**src/hw/rtl/ces_pkg.sv**
```systemverilog
// Shared constants, types and saturating arithmetic helpers for the CELP synthesis core.
package ces_pkg;

  localparam int SUB_LEN = 40;
  localparam int ORDER   = 10;
  localparam int NCOEF   = ORDER + 1;
  localparam int CNT_W   = $clog2(SUB_LEN + 1);
  localparam int AW      = $clog2(SUB_LEN);

  localparam logic [1:0] CMD_COEF  = 2'd0;
  localparam logic [1:0] CMD_GAINS = 2'd1;
  localparam logic [1:0] CMD_PAIR  = 2'd2;

  localparam logic signed [6:0] CODE_SHR_BASE = 7'sd13;
  localparam logic [4:0]        SYN_SHL       = 5'd3;
  localparam logic [4:0]        EXC_SHL       = 5'd1;
  localparam int                RESCALE_SHR   = 2;

  localparam logic signed [31:0] MAX32 = 32'sh7fffffff;
  localparam logic signed [31:0] MIN32 = 32'sh80000000;

  typedef struct packed {
    logic              ovf;
    logic signed [31:0] val;
  } sat_t;

  typedef struct packed {
    logic              ovf;
    logic signed [15:0] val;
  } sat16_t;

  function automatic sat_t sat33(input logic signed [32:0] x);
    sat_t r;
    r.ovf = (x[32] != x[31]);
    r.val = r.ovf ? (x[32] ? MIN32 : MAX32) : x[31:0];
    return r;
  endfunction

  // Saturating left shift by up to 19 places.
  function automatic sat_t shl_sat(input logic signed [31:0] x, input logic [4:0] k);
    logic signed [50:0] e;
    sat_t r;
    e = {{19{x[31]}}, x} <<< k;
    r.ovf = (e[50:31] != {20{e[31]}});
    r.val = r.ovf ? (x[31] ? MIN32 : MAX32) : e[31:0];
    return r;
  endfunction

  function automatic sat16_t round16(input logic signed [31:0] x);
    sat_t s;
    sat16_t r;
    s = sat33({x[31], x} + 33'sd32768);
    r.ovf = s.ovf;
    r.val = s.val[31:16];
    return r;
  endfunction

endpackage

```
**src/hw/rtl/ces_ram.sv**
```systemverilog
// Generic single-write, single-read memory with registered read data.
module ces_ram #(
  parameter int DEPTH = 40,
  parameter int WIDTH = 16
) (
  input  logic                     clk,
  input  logic                     we,
  input  logic [$clog2(DEPTH)-1:0] waddr,
  input  logic [WIDTH-1:0]         wdata,
  input  logic [$clog2(DEPTH)-1:0] raddr,
  output logic [WIDTH-1:0]         rdata
);

  logic [WIDTH-1:0] mem [DEPTH];

  always_ff @(posedge clk) begin
    if (we) begin
      mem[waddr] <= wdata;
    end
    rdata <= mem[raddr];
  end

endmodule

```
**src/hw/rtl/ces_mac.sv**
```systemverilog
// Shared saturating multiplier with optional multiply-subtract against an accumulator.
module ces_mac (
  input  logic signed [15:0] mul_a,
  input  logic signed [15:0] mul_b,
  input  logic signed [31:0] acc,
  input  logic               msu,
  output logic signed [31:0] res,
  output logic               ovf
);

  logic signed [31:0] prod;
  logic signed [31:0] m;
  logic               both_min;
  ces_pkg::sat_t      diff;

  always_comb begin
    prod     = mul_a * mul_b;
    both_min = (mul_a == 16'sh8000) && (mul_b == 16'sh8000);
    m        = both_min ? ces_pkg::MAX32 : (prod <<< 1);
    diff     = ces_pkg::sat33({acc[31], acc} - {m[31], m});
    res      = msu ? diff.val : m;
    ovf      = both_min | (msu & diff.ovf);
  end

endmodule

```
**src/hw/rtl/celp_excitation_and_synthesis_filter_core.sv**
```systemverilog
// Top level: command decode, excitation build, synthesis filter sequencer and output stage.
//
// Input words carry a command: load one predictor coefficient, load the gains,
// or deliver one adaptive/fixed codebook sample pair. Coefficient and gain
// words are stored directly; a sample pair is built in steps (pitch product
// and code product on the shared multiplier, then combine and round).
// The fortieth pair starts the filter: each output sample is built from one
// memory read, one multiply, ten multiply-subtracts on the shared MAC and
// one shift and round; a pass that saturates anywhere is redone once on the
// excitation shifted right by two.
// The forty results then leave through an output register; the next word is
// loaded only after the receiver has taken the last one. out_last marks the
// final word and out_rescaled marks every word of a repeated pass.
// in_stall is high whenever the sequencer is busy. A stalled result word
// holds its value until taken. Reset clears coefficients, gains, filter
// memory and the sample count; the sample memories need no clearing.
module celp_excitation_and_synthesis_filter_core (
  input  logic               clk,
  input  logic               rst_n,
  input  logic               in_valid,
  output logic               in_stall,
  input  logic [1:0]         in_cmd,
  input  logic [3:0]         in_coef_index,
  input  logic signed [15:0] in_coef_value,
  input  logic signed [15:0] in_pitch_gain,
  input  logic signed [15:0] in_code_gain_mantissa,
  input  logic signed [5:0]  in_code_gain_exponent,
  input  logic signed [15:0] in_pitch_sample,
  input  logic signed [15:0] in_code_sample,
  output logic               out_valid,
  input  logic               out_stall,
  output logic signed [15:0] out_speech_sample,
  output logic               out_last,
  output logic               out_rescaled
);

  localparam logic [3:0] S_IDLE = 4'd0;
  localparam logic [3:0] S_EX1  = 4'd1;
  localparam logic [3:0] S_EX2  = 4'd2;
  localparam logic [3:0] S_EX3  = 4'd3;
  localparam logic [3:0] S_FRD  = 4'd4;
  localparam logic [3:0] S_FM0  = 4'd5;
  localparam logic [3:0] S_FMAC = 4'd6;
  localparam logic [3:0] S_FFIN = 4'd7;
  localparam logic [3:0] S_FEND = 4'd8;
  localparam logic [3:0] S_ERD  = 4'd9;
  localparam logic [3:0] S_ELD  = 4'd10;

  logic [3:0] state_r, state_nxt;

  logic signed [15:0] coef_r [ces_pkg::NCOEF];
  logic signed [15:0] hist_r [ces_pkg::ORDER];
  logic signed [15:0] fmem_r [ces_pkg::ORDER];
  logic signed [15:0] gp_r, gm_r, pv_r, cv_r;
  logic signed [5:0]  ge_r;
  logic signed [31:0] lp_r, lc_r, acc_r;
  logic [ces_pkg::CNT_W-1:0] cnt_r, n_r, e_r;
  logic [3:0] i_r;
  logic ovf_r, pass2_r;
  logic out_valid_r, out_last_r, out_resc_r;
  logic signed [15:0] out_data_r;

  logic in_acc, out_acc;
  logic signed [15:0] mac_a, mac_b, exc_q, out_q, x_in;
  logic signed [31:0] mac_res;
  logic mac_msu, mac_ovf;
  logic signed [6:0] sh_n, sh_neg;
  logic signed [31:0] code_l;
  ces_pkg::sat_t   sum_s, exc_sh, syn_sh, code_up;
  ces_pkg::sat16_t exc_rnd, syn_rnd;
  logic [3:0] hidx;

  assign in_stall  = (state_r != S_IDLE);
  assign in_acc    = in_valid & ~in_stall;
  assign out_acc   = out_valid_r & ~out_stall;
  assign out_valid = out_valid_r;
  assign out_speech_sample = out_data_r;
  assign out_last     = out_last_r;
  assign out_rescaled = out_resc_r;

  assign hidx = i_r - 4'd1;
  assign x_in = pass2_r ? (exc_q >>> ces_pkg::RESCALE_SHR) : exc_q;

  always_comb begin
    mac_a   = gp_r;
    mac_b   = pv_r;
    mac_msu = 1'b0;
    unique case (state_r)
      S_EX2: begin
        mac_a = gm_r;
        mac_b = cv_r;
      end
      S_FM0: begin
        mac_a = x_in;
        mac_b = coef_r[0];
      end
      S_FMAC: begin
        mac_a   = coef_r[i_r];
        mac_b   = hist_r[hidx];
        mac_msu = 1'b1;
      end
      default: begin
        mac_a = gp_r;
        mac_b = pv_r;
      end
    endcase
  end

  ces_mac u_mac (
    .mul_a (mac_a),
    .mul_b (mac_b),
    .acc   (acc_r),
    .msu   (mac_msu),
    .res   (mac_res),
    .ovf   (mac_ovf)
  );

  // Fixed codebook gain scaling: right by 13 - exponent, left when negative.
  always_comb begin
    sh_n    = ces_pkg::CODE_SHR_BASE - {ge_r[5], ge_r};
    sh_neg  = -sh_n;
    code_up = ces_pkg::shl_sat(mac_res, sh_neg[4:0]);
    if (gm_r == 16'sd0) begin
      code_l = 32'sd0;
    end else if (sh_n >= 7'sd31) begin
      code_l = {32{mac_res[31]}};
    end else if (sh_n >= 7'sd0) begin
      code_l = mac_res >>> sh_n[4:0];
    end else begin
      code_l = code_up.val;
    end
    sum_s   = ces_pkg::sat33({lp_r[31], lp_r} + {lc_r[31], lc_r});
    exc_sh  = ces_pkg::shl_sat(sum_s.val, ces_pkg::EXC_SHL);
    exc_rnd = ces_pkg::round16(exc_sh.val);
    syn_sh  = ces_pkg::shl_sat(acc_r, ces_pkg::SYN_SHL);
    syn_rnd = ces_pkg::round16(syn_sh.val);
  end

  ces_ram #(.DEPTH(ces_pkg::SUB_LEN), .WIDTH(16)) u_exc_ram (
    .clk   (clk),
    .we    (state_r == S_EX3),
    .waddr (cnt_r[ces_pkg::AW-1:0]),
    .wdata (exc_rnd.val),
    .raddr (n_r[ces_pkg::AW-1:0]),
    .rdata (exc_q)
  );

  ces_ram #(.DEPTH(ces_pkg::SUB_LEN), .WIDTH(16)) u_out_ram (
    .clk   (clk),
    .we    (state_r == S_FFIN),
    .waddr (n_r[ces_pkg::AW-1:0]),
    .wdata (syn_rnd.val),
    .raddr (e_r[ces_pkg::AW-1:0]),
    .rdata (out_q)
  );

  always_comb begin
    state_nxt = state_r;
    unique case (state_r)
      S_IDLE: if (in_acc && in_cmd == ces_pkg::CMD_PAIR) state_nxt = S_EX1;
      S_EX1:  state_nxt = S_EX2;
      S_EX2:  state_nxt = S_EX3;
      S_EX3:  state_nxt = (cnt_r == ces_pkg::CNT_W'(ces_pkg::SUB_LEN - 1)) ? S_FRD : S_IDLE;
      S_FRD:  state_nxt = S_FM0;
      S_FM0:  state_nxt = S_FMAC;
      S_FMAC: if (i_r == 4'(ces_pkg::ORDER)) state_nxt = S_FFIN;
      S_FFIN: state_nxt = (n_r == ces_pkg::CNT_W'(ces_pkg::SUB_LEN - 1)) ? S_FEND : S_FRD;
      S_FEND: state_nxt = (!pass2_r && ovf_r) ? S_FRD : S_ERD;
      S_ERD:  if (!out_valid_r) state_nxt = S_ELD;
      S_ELD:  state_nxt = (e_r == ces_pkg::CNT_W'(ces_pkg::SUB_LEN - 1)) ? S_IDLE : S_ERD;
      default: state_nxt = S_IDLE;
    endcase
  end

  always_ff @(posedge clk) begin
    if (!rst_n) begin
      state_r     <= S_IDLE;
      gp_r        <= '0;
      gm_r        <= '0;
      ge_r        <= '0;
      cnt_r       <= '0;
      out_valid_r <= 1'b0;
      for (int k = 0; k < ces_pkg::NCOEF; k++) coef_r[k] <= '0;
      for (int k = 0; k < ces_pkg::ORDER; k++) fmem_r[k] <= '0;
    end else begin
      state_r <= state_nxt;
      if (out_acc) out_valid_r <= 1'b0;
      unique case (state_r)
        S_IDLE: begin
          if (in_acc) begin
            if (in_cmd == ces_pkg::CMD_COEF) begin
              if (in_coef_index <= 4'(ces_pkg::ORDER)) coef_r[in_coef_index] <= in_coef_value;
            end else if (in_cmd == ces_pkg::CMD_GAINS) begin
              gp_r <= in_pitch_gain;
              gm_r <= in_code_gain_mantissa;
              ge_r <= in_code_gain_exponent;
            end
          end
        end
        S_EX3: begin
          if (cnt_r == ces_pkg::CNT_W'(ces_pkg::SUB_LEN - 1)) begin
            cnt_r <= '0;
          end else begin
            cnt_r <= cnt_r + 1'b1;
          end
        end
        S_FEND: begin
          if (pass2_r || !ovf_r) begin
            for (int k = 0; k < ces_pkg::ORDER; k++) fmem_r[k] <= hist_r[k];
          end
        end
        S_ELD: out_valid_r <= 1'b1;
        default: ;
      endcase
    end
  end

  // Datapath registers; the sequencer above guarantees they are written before use.
  always_ff @(posedge clk) begin
    if (in_acc) begin
      pv_r <= in_pitch_sample;
      cv_r <= in_code_sample;
    end
    case (state_r)
      S_EX1: lp_r <= mac_res;
      S_EX2: lc_r <= code_l;
      S_EX3: begin
        n_r     <= '0;
        ovf_r   <= 1'b0;
        pass2_r <= 1'b0;
        for (int k = 0; k < ces_pkg::ORDER; k++) hist_r[k] <= fmem_r[k];
      end
      S_FM0: begin
        acc_r <= mac_res;
        ovf_r <= ovf_r | mac_ovf;
        i_r   <= 4'd1;
      end
      S_FMAC: begin
        acc_r <= mac_res;
        ovf_r <= ovf_r | mac_ovf;
        i_r   <= i_r + 4'd1;
      end
      S_FFIN: begin
        ovf_r     <= ovf_r | syn_sh.ovf | syn_rnd.ovf;
        hist_r[0] <= syn_rnd.val;
        for (int k = 1; k < ces_pkg::ORDER; k++) hist_r[k] <= hist_r[k-1];
        n_r <= n_r + 1'b1;
      end
      S_FEND: begin
        e_r <= '0;
        if (!pass2_r && ovf_r) begin
          pass2_r <= 1'b1;
          n_r     <= '0;
          for (int k = 0; k < ces_pkg::ORDER; k++) hist_r[k] <= fmem_r[k];
        end
      end
      S_ELD: begin
        out_data_r <= out_q;
        out_last_r <= (e_r == ces_pkg::CNT_W'(ces_pkg::SUB_LEN - 1));
        out_resc_r <= pass2_r;
        e_r        <= e_r + 1'b1;
      end
      default: ;
    endcase
  end

endmodule

```
**config.mk**
```make
export PLATFORM = sky130hd
export DESIGN_NAME = celp_excitation_and_synthesis_filter_core
export DESIGN_NICKNAME = d
export VERILOG_FILES = /design/src/hw/rtl/ces_pkg.sv /design/src/hw/rtl/ces_ram.sv /design/src/hw/rtl/ces_mac.sv /design/src/hw/rtl/celp_excitation_and_synthesis_filter_core.sv
export SDC_FILE = /design/constraint.sdc
export NUM_CORES = 2
export LEC_CHECK = 0
export BUFFER_PORTS_ARGS = -buffer_cell sky130_fd_sc_hd__buf_2
export CORE_MARGIN = 2
export CORE_UTILIZATION = 30
export CTS_BUF_LIST = sky130_fd_sc_hd__clkbuf_4 sky130_fd_sc_hd__clkbuf_8 sky130_fd_sc_hd__clkbuf_16
export DETAILED_ROUTE_END_ITERATION = 8
export PLACE_DENSITY = 0.53
export SYNTH_ARGS = -nofsm -noshare
export SYNTH_HDL_FRONTEND = slang
export SYNTH_HIERARCHICAL = 1
export SYNTH_SLANG_ARGS = --single-unit
export TNS_END_PERCENT = 100
```
**constraint.sdc**
```tcl
create_clock -name clk -period 19.2 [get_ports clk]
set_clock_uncertainty 0.05 [all_clocks]
set_input_delay 1.92 -clock clk [delete_from_list [all_inputs] [get_ports clk]]
set_output_delay 1.92 -clock clk [all_outputs]
set_load 0.03 [all_outputs]
```
Word level (Yosys, flattened, before mapping)
Memories as Yosys holds them, arrays and structs flattened. A register that Yosys moved wholly into a read port is not among the register bits. Index checks and enable logic that the tools add are counted.

Bits in registers: 213. RAM bits: 1776. Output and inout port bits: 20. Word-level logic and storage cells: 224. Memories kept: 5.

Memory list: u_exc_ram.mem (depth 40, bits a word 16, rd ports 1, clocked after memory_dff 1, write ports 1, RTL line ces_ram.sv:14) `logic [WIDTH-1:0] mem [DEPTH];`; u_out_ram.mem (depth 40, bits a word 16, rd ports 1, clocked after memory_dff 1, write ports 1, RTL line ces_ram.sv:14); coef_r (depth 11, bits a word 16, rd ports 2, clocked after memory_dff 1, write ports 11, RTL line celp_excitation_and_synthesis_filter_core.sv:51) `logic signed [15:0] coef_r [ces_pkg::NCOEF];`; fmem_r (depth 10, bits a word 16, rd ports 10, clocked after memory_dff 0, write ports 10, RTL line celp_excitation_and_synthesis_filter_core.sv:53) `logic signed [15:0] fmem_r [ces_pkg::ORDER];`; hist_r (depth 10, bits a word 16, rd ports 11, clocked after memory_dff 0, write ports 10, RTL line celp_excitation_and_synthesis_filter_core.sv:52) `logic signed [15:0] hist_r [ces_pkg::ORDER];`.

Multiplexer cells: 92. Add/subtract/negate cells: 11. $lt $le $gt $ge: 3. Shift operators: 2. $mul: 1. Eq/ne operators: 29. Reduce and logical (&&, ||, !) cells: 22. Bitwise logic cells: 40.

Operator list (number): 32-bit two-way mux (18); 16-bit two-way mux (31); 16-bit one-hot mux with 3 select lines (2); 32-bit by 17-bit adder with 33-bit output, second input constant (2); 19-bit != test (3); 51-bit by 5-bit <<< shifter with 51-bit output (1); 4-bit one-hot mux with 11 select lines (1); 1-bit OR (34); 32-bit by 32-bit adder with 33-bit output (1); 32-bit by 32-bit subtractor with 33-bit output (1); 16-bit equality test, second input constant (2); 4-bit two-way mux (8); 32-bit by 5-bit >>> shifter with 32-bit output (1); 16-bit by 16-bit multiplier with 31-bit output (1); 1-bit two-way mux (23); 6-bit by 1-bit adder with 6-bit output, second input constant (3); 6-bit equality test, second input constant (3); 6-bit one-hot mux with 3 select lines (1); 4-bit by 3-bit equality test with 1-bit output, second input constant (4); 4-bit equality test, second input constant (4); 16-bit zero test (1); 16-bit OR reduction (1); 15-bit two-way mux (1); 6-bit two-way mux (2); other kinds (32) (51).

Logic depth before layout (Yosys ltp)
An unclocked memory read counts as a cell.

Depth in word-level cells: 15. Mapped depth: 62. Gate-level depth less buffers: 51.

Hierarchy
The synthesis kept the hierarchy.

Modules (own cells, without submodules): ces_ram (seq. area each 19538.7 µm², cells an instance 1318, area an instance 25634.6 µm², times used 2); celp_excitation_and_synthesis_filter_core (seq. area each 23122.2 µm², cells an instance 3497, area an instance 40416.3 µm², times used 1); ces_mac (seq. area each 0.0 µm², cells an instance 1449, area an instance 12201.7 µm², times used 1).

Worst setup path after synthesis
No wires, ideal clock.

Kind: register to register. Start: register i_r[0]. End: register lc_r[22], data pin. Library setup time: 0.270 ns. Path slack: 5.390 ns. Stages on the path, launching flop included: 55. Data arrival time: 13.490 ns. Cell sequence: edfxtp_1 > clkbuf_1 > clkbuf_1 > clkbuf_1 > inv_1 > ha_1 > xor2_1 > clkbuf_1 > mux2i_1 > nand2_1 > o21ai_0 > o21ai_0 > clkbuf_1 > and2_1 > fa_1 > inv_1 > fa_1 > fa_1 > [... 19 more ...] > or2_2 > o211ai_4 > nor3b_4 > buf_6 > o211a_1 > a21oi_1 > mux4_2 > mux2_2 > mux2_2 > mux2i_2 > mux2i_1 > o41ai_2 > o2111ai_1 > buf_2 > a311oi_1 > a21oi_1 > o21ai_0 > a21oi_1.

Cells in the longest elaborated chain, start to end: 15. Elaborated cells on any way between the ends: 19. Those cells by class: add/sub (2); mul (1); eq/ne (3); shift (2); mux (9); reduce/logical (1); memory (1).

Ends and longest elaborated chain: start: declaration (RTL line celp_excitation_and_synthesis_filter_core.sv:58) `logic [3:0] i_r;`; start signal: assignment (RTL line celp_excitation_and_synthesis_filter_core.sv:241) `i_r <= i_r + 4'd1;`; 4-bit by 1-bit subtractor with 4-bit output (*) (RTL line celp_excitation_and_synthesis_filter_core.sv:81) `assign hidx = i_r - 4'd1;`; memory read 10 x 16 bit (*); 16-bit one-hot mux with 3 select lines (*) (RTL line celp_excitation_and_synthesis_filter_core.sv:88) `unique case (state_r)`; named net mac_b[5] (RTL line celp_excitation_and_synthesis_filter_core.sv:64) `logic signed [15:0] mac_a, mac_b, exc_q, out_q, x_in;`; branches (longest 2 deep; another with 16-bit by 16-bit multiplier with 31-bit output); 32-bit two-way mux (*) (RTL line ces_mac.sv:19) `m = both_min ? ces_pkg::MAX32 : (prod <<< 1);`; 32-bit by 32-bit subtractor with 33-bit output (RTL line ces_mac.sv:20) `diff = ces_pkg::sat33({acc[31], acc} - {m[31], m});`; 32-bit two-way mux / 1-bit != test (equally long branches) (RTL line ces_pkg.sv:35, ces_pkg.sv:34); 32-bit two-way mux (RTL line ces_pkg.sv:35) `r.val = r.ovf ? (x[32] ? MIN32 : MAX32) : x[31:0];`; 32-bit two-way mux (*) (RTL line ces_mac.sv:21) `res = msu ? diff.val : m;`; named net mac_res[3] (RTL line celp_excitation_and_synthesis_filter_core.sv:65) `logic signed [31:0] mac_res;`; 51-bit by 5-bit <<< shifter with 51-bit output (RTL line ces_pkg.sv:43) `e = {{19{x[31]}}, x} <<< k;`; 19-bit != test (RTL line ces_pkg.sv:44) `r.ovf = (e[50:31] != {20{e[31]}});`; 32-bit two-way mux (RTL line ces_pkg.sv:45) `r.val = r.ovf ? (x[31] ? MIN32 : MAX32) : e[31:0];`; 32-bit two-way mux (*) (RTL line celp_excitation_and_synthesis_filter_core.sv:127) `end else if (sh_n >= 7'sd0) begin`; 32-bit two-way mux (*) (RTL line celp_excitation_and_synthesis_filter_core.sv:125) `end else if (sh_n >= 7'sd31) begin`; end signal: assignment (RTL line celp_excitation_and_synthesis_filter_core.sv:226) `S_EX2: lc_r <= code_l;`; end: declaration (RTL line celp_excitation_and_synthesis_filter_core.sv:56) `logic signed [31:0] lp_r, lc_r, acc_r;`.

Mark *: on every way through the listed nets, which the timed path passes. A chain may end at the register's enable or synchronous reset.

Worst setup path after layout
Start: register state_r[1]. End: register lc_r[1], data pin.

Cells in the longest elaborated chain, start to end: 14. Elaborated cells on any way between the ends: 23. Those cells by class: add/sub (1); mul (1); eq/ne (7); shift (2); mux (11); reduce/logical (1).

Ends and longest elaborated chain: start: declaration (RTL line celp_excitation_and_synthesis_filter_core.sv:49) `logic [3:0] state_r, state_nxt;`; start signal: assignment (RTL line celp_excitation_and_synthesis_filter_core.sv:186) `state_r <= state_nxt;`; 4-bit by 3-bit equality test with 1-bit output / 4-bit by 2-bit equality test with 1-bit output (equally long branches) (RTL line celp_excitation_and_synthesis_filter_core.sv:88); 16-bit one-hot mux with 3 select lines (*) (RTL line celp_excitation_and_synthesis_filter_core.sv:88); named net mac_a[15] (RTL line celp_excitation_and_synthesis_filter_core.sv:64); branches (longest 2 deep; another with 16-bit by 16-bit multiplier with 31-bit output); 32-bit two-way mux (*) (RTL line ces_mac.sv:19); 32-bit by 32-bit subtractor with 33-bit output (RTL line ces_mac.sv:20); 32-bit two-way mux / 1-bit != test (equally long branches) (RTL line ces_pkg.sv:35, ces_pkg.sv:34); 32-bit two-way mux (RTL line ces_pkg.sv:35); 32-bit two-way mux (*) (RTL line ces_mac.sv:21); named net mac_res[3] (RTL line celp_excitation_and_synthesis_filter_core.sv:65); 51-bit by 5-bit <<< shifter with 51-bit output (RTL line ces_pkg.sv:43); 19-bit != test (RTL line ces_pkg.sv:44); 32-bit two-way mux (RTL line ces_pkg.sv:45); 32-bit two-way mux (*) (RTL line celp_excitation_and_synthesis_filter_core.sv:127); 32-bit two-way mux (*) (RTL line celp_excitation_and_synthesis_filter_core.sv:125).

Marked as above.

==> flow_summary.toml <==
[global_route]
track_usage = 0.167
grt_max_degree = 93
antenna_found_initial = 16
grt-ovfl-total = 0
grt_pass1_wl_mm = 439
first_global_vias = 63200

[die]
rows = 216
die_w_um = 592
ios = 116
design.die.area_sq_um = 351000
die_h_um = 592
start_util = 0.301
core_area_sq_um = 345000

[place]
dp_hpwl_mm = 198
place_ws_ns = 3.06
place_area_sq_um = 110000
dp.cells = 12100
portBuffers = 115
gp_congestion = 0.892

[worst_hold_path]
hold_path_startpoint = "u_out_ram/rdata[2]"
holdPathEnd = "out_speech_sample[2]"
hold_depth = 0
hold_class = "flop to flop"

[clock_tree]
cts_resized = 0
holdBufCountCts = 0
cts_root_buf = "clkbuf_16"
clkSlewWorstSetupHoldPaths_ns = 0.06
clock_sinks = 2105
cts_buffer_depth = 4
cts_buffers = 226
post_cts_buffers = 0
cts_tree = "done"
insertion_delay_ns = 0.94
htreeDepth = 4

[sta]
period_share = 0.849
hold_viol = 0
relSlewSlack = 0.128
grt_setup_unrepaired = "no"
slew_viol_final = 0
whs_ns = 0.360
fmax_mhz = 61.4
setup-tns-final_ns = 0
setup-violations-final = 0
period_minus_slack_ns = 16.29
fin_ws_ns = 2.91
tightest_slew_ns = 1.30

[finish]
drive_gt1_frac = 0.149
nets = 8262
final_core_util = 0.341
stdcell_count = 12500
area_delta_synth_final_pct = 13.2
final_area_sq_um = 118000

[route]
drt_iter0_drc = 6344
routed_wl_mm = 300
wl_per_cell_um = 24.0
drt_first_pass_iters = 8
ant_nets = 0
vias = 63800
drc_errors = 0
vias_per_cell = 5.10

[synthesis]
synth_area_sq_um = 104000
synthSimpleGateAreaFrac = 0.0893
synth-xor-area-share = 0.0111
ys.flop_type = "edfxtp_1"
syn_inst = 7582
synth-seq-area-share = 0.599
synth_top_family_by_area = "multiplexers"
synth-compound-area-share = 0.0813
synthMuxAreaShare = 0.116
ys_ff_latch = 2105
syn_avg_cell_area_sq_um = 13.7
synth-edff-count = 2004
synth_adder_area_share = 0.0686
async_flop_share = 0
synth_warnings = 6
synth.distinct_cells = 111

[power_and_ir_drop]
p_switching_mw = 6.58
peakVddDrop_v = 0.000267
p_leak_nw = 44.3
finalPower_mw = 17.6
p_seq_frac = 0.365
comb_power_share = 0.384
sw_frac_of_total = 0.375
power_density_nw_per_um2 = 149
clockPowerShare = 0.251
internal_power_mw = 11.0

[status]
status = "complete, no violations"

[critical_path]
worstPathRequired_ns = 19.83
r2r_end = "lc_r[1]"
path_class = "flop to flop"
ff2ff_setup_slack_ns = 2.91
reg2reg_from = "state_r[1]"
endpoint_kind = "flop"
critical_path.most_common_cell = "fa_1"
cp_max_fo = 33
worstSetupStartpointType = "flop"
path_buf_inv = 8
cp.arrival_ns = 16.93
max_stage_delay_ns = 1.02
r2r_cells = 47
critical-path-top-delay-family = "compound AO/OA/AOI/OAI gates"
crit_slowest_cell = "nor3b_4"

[run]
maxCapViolCount = 0
-- layout by cell type, fill, tap and decap left out, drive strengths merged, types with 26 or more instances in the layout --
master,instances
a21o,52
a21oi,289
a221oi,67
a222oi,32
a22o,67
a22oi,139
a31oi,26
and2,304
buf,327
bufinv,28
clkbuf,269
clkinv,95
conb,80
dfxtp,101
edfxtp,2004
fa,257
ha,157
inv,351
mux2,95
mux2i,602
mux4,218
nand2,963
nand2b,33
nand3,76
nand4,30
nor2,457
nor2b,29
nor3,49
nor4,27
o21ai,196
o22ai,40
o41ai,35
xnor2,77
xor2,50
-- sequential cells by signal, summed over array words and instances (netlist names), 32 cells and up, named ones only --
signal         flops
fmem_r           160
coef_r           256
lc_r              32
u_out_ram/mem    640
u_exc_ram/mem    640
acc_r             32
hist_r           160
lp_r              32
-- power groups by stage --
stage	clock network (mW)	registers, mW	logic [mW]
detailed placement	0	6.50	6.73
finish	4.40	6.41	6.75
floorplan	0	6.50	4.13
CTS	4.51	6.41	6.76
global route	4.68	6.41	7.32
global placement	0	6.50	6.67
-- final cells by class --
cell class / count / area [sq um]
timing repair buffer: 327 / 2180
antenna: 6 / 15.0
multi-input combinational: 4746 / 38700
inverter: 346 / 1300
fill: 33600 / 228000
sequential: 2105 / 62200
clock inverter: 136 / 1450
clock buffer: 269 / 6000
tap: 4578 / 5730
-- synth_stat cells (all sizes together), types with 76 or more instances --
library cell / instances / area [sq um]
a21oi: 289 / 1450
a22oi: 139 / 1040
and2: 304 / 1900
buf: 164 / 1250
clkbuf: 300 / 1130
dfxtp: 101 / 2020
edfxtp: 2004 / 60200
fa: 257 / 5140
ha: 157 / 1960
inv: 344 / 1290
mux2: 95 / 1070
mux2i: 602 / 6030
mux4: 218 / 4910
nand2: 963 / 3620
nand3: 76 / 385
nor2: 457 / 1720
o21ai: 196 / 985
xnor2: 77 / 708
-- metal layers --
metal,vias up,wire length (um),global-route usage
met4,6,8650,0.0465
met2,1958,138000,0.267
met5,-,36,0
met1,33000,136000,0.237
met3,377,16900,0.0242
li1,28400,-,-
-- worst max-delay path by stage --
stage	to	start	cells past startpoint
floorplan	lc_r[22]	i_r[0]	54
global placement	lc_r[3]	flop	46
detailed placement	lc_r[1]	flop	45
CTS	lc_r[1]	flop	45
global route	lc_r[2]	flop	46
finish	lc_r[1]	state_r[1]	47
-- worst register-to-register path: cells and delay by family (launching register included) --
family / cells / cell delay (ns)
AO/OA/AOI/OAI: 14 / 4.18
AND/OR/NAND/NOR: 11 / 3.86
flip-flops: 1 / 0.80
XOR/XNOR: 1 / 0.26
buffers and inverters: 8 / 1.36
multiplexers: 5 / 1.73
adder cells (fa/ha/maj): 8 / 3.82
-- cell families after synthesis --
kind of cell | Yosys count
DFF | 2105
and+or+nand+nor | 2050
AOI/OAI and AO/OA | 1158
muxes | 915
buffers and inverters | 810
adders and majority gates | 416
xor gates and xnor gates | 127
other | 1
Power figures use the tool's default switching activity.
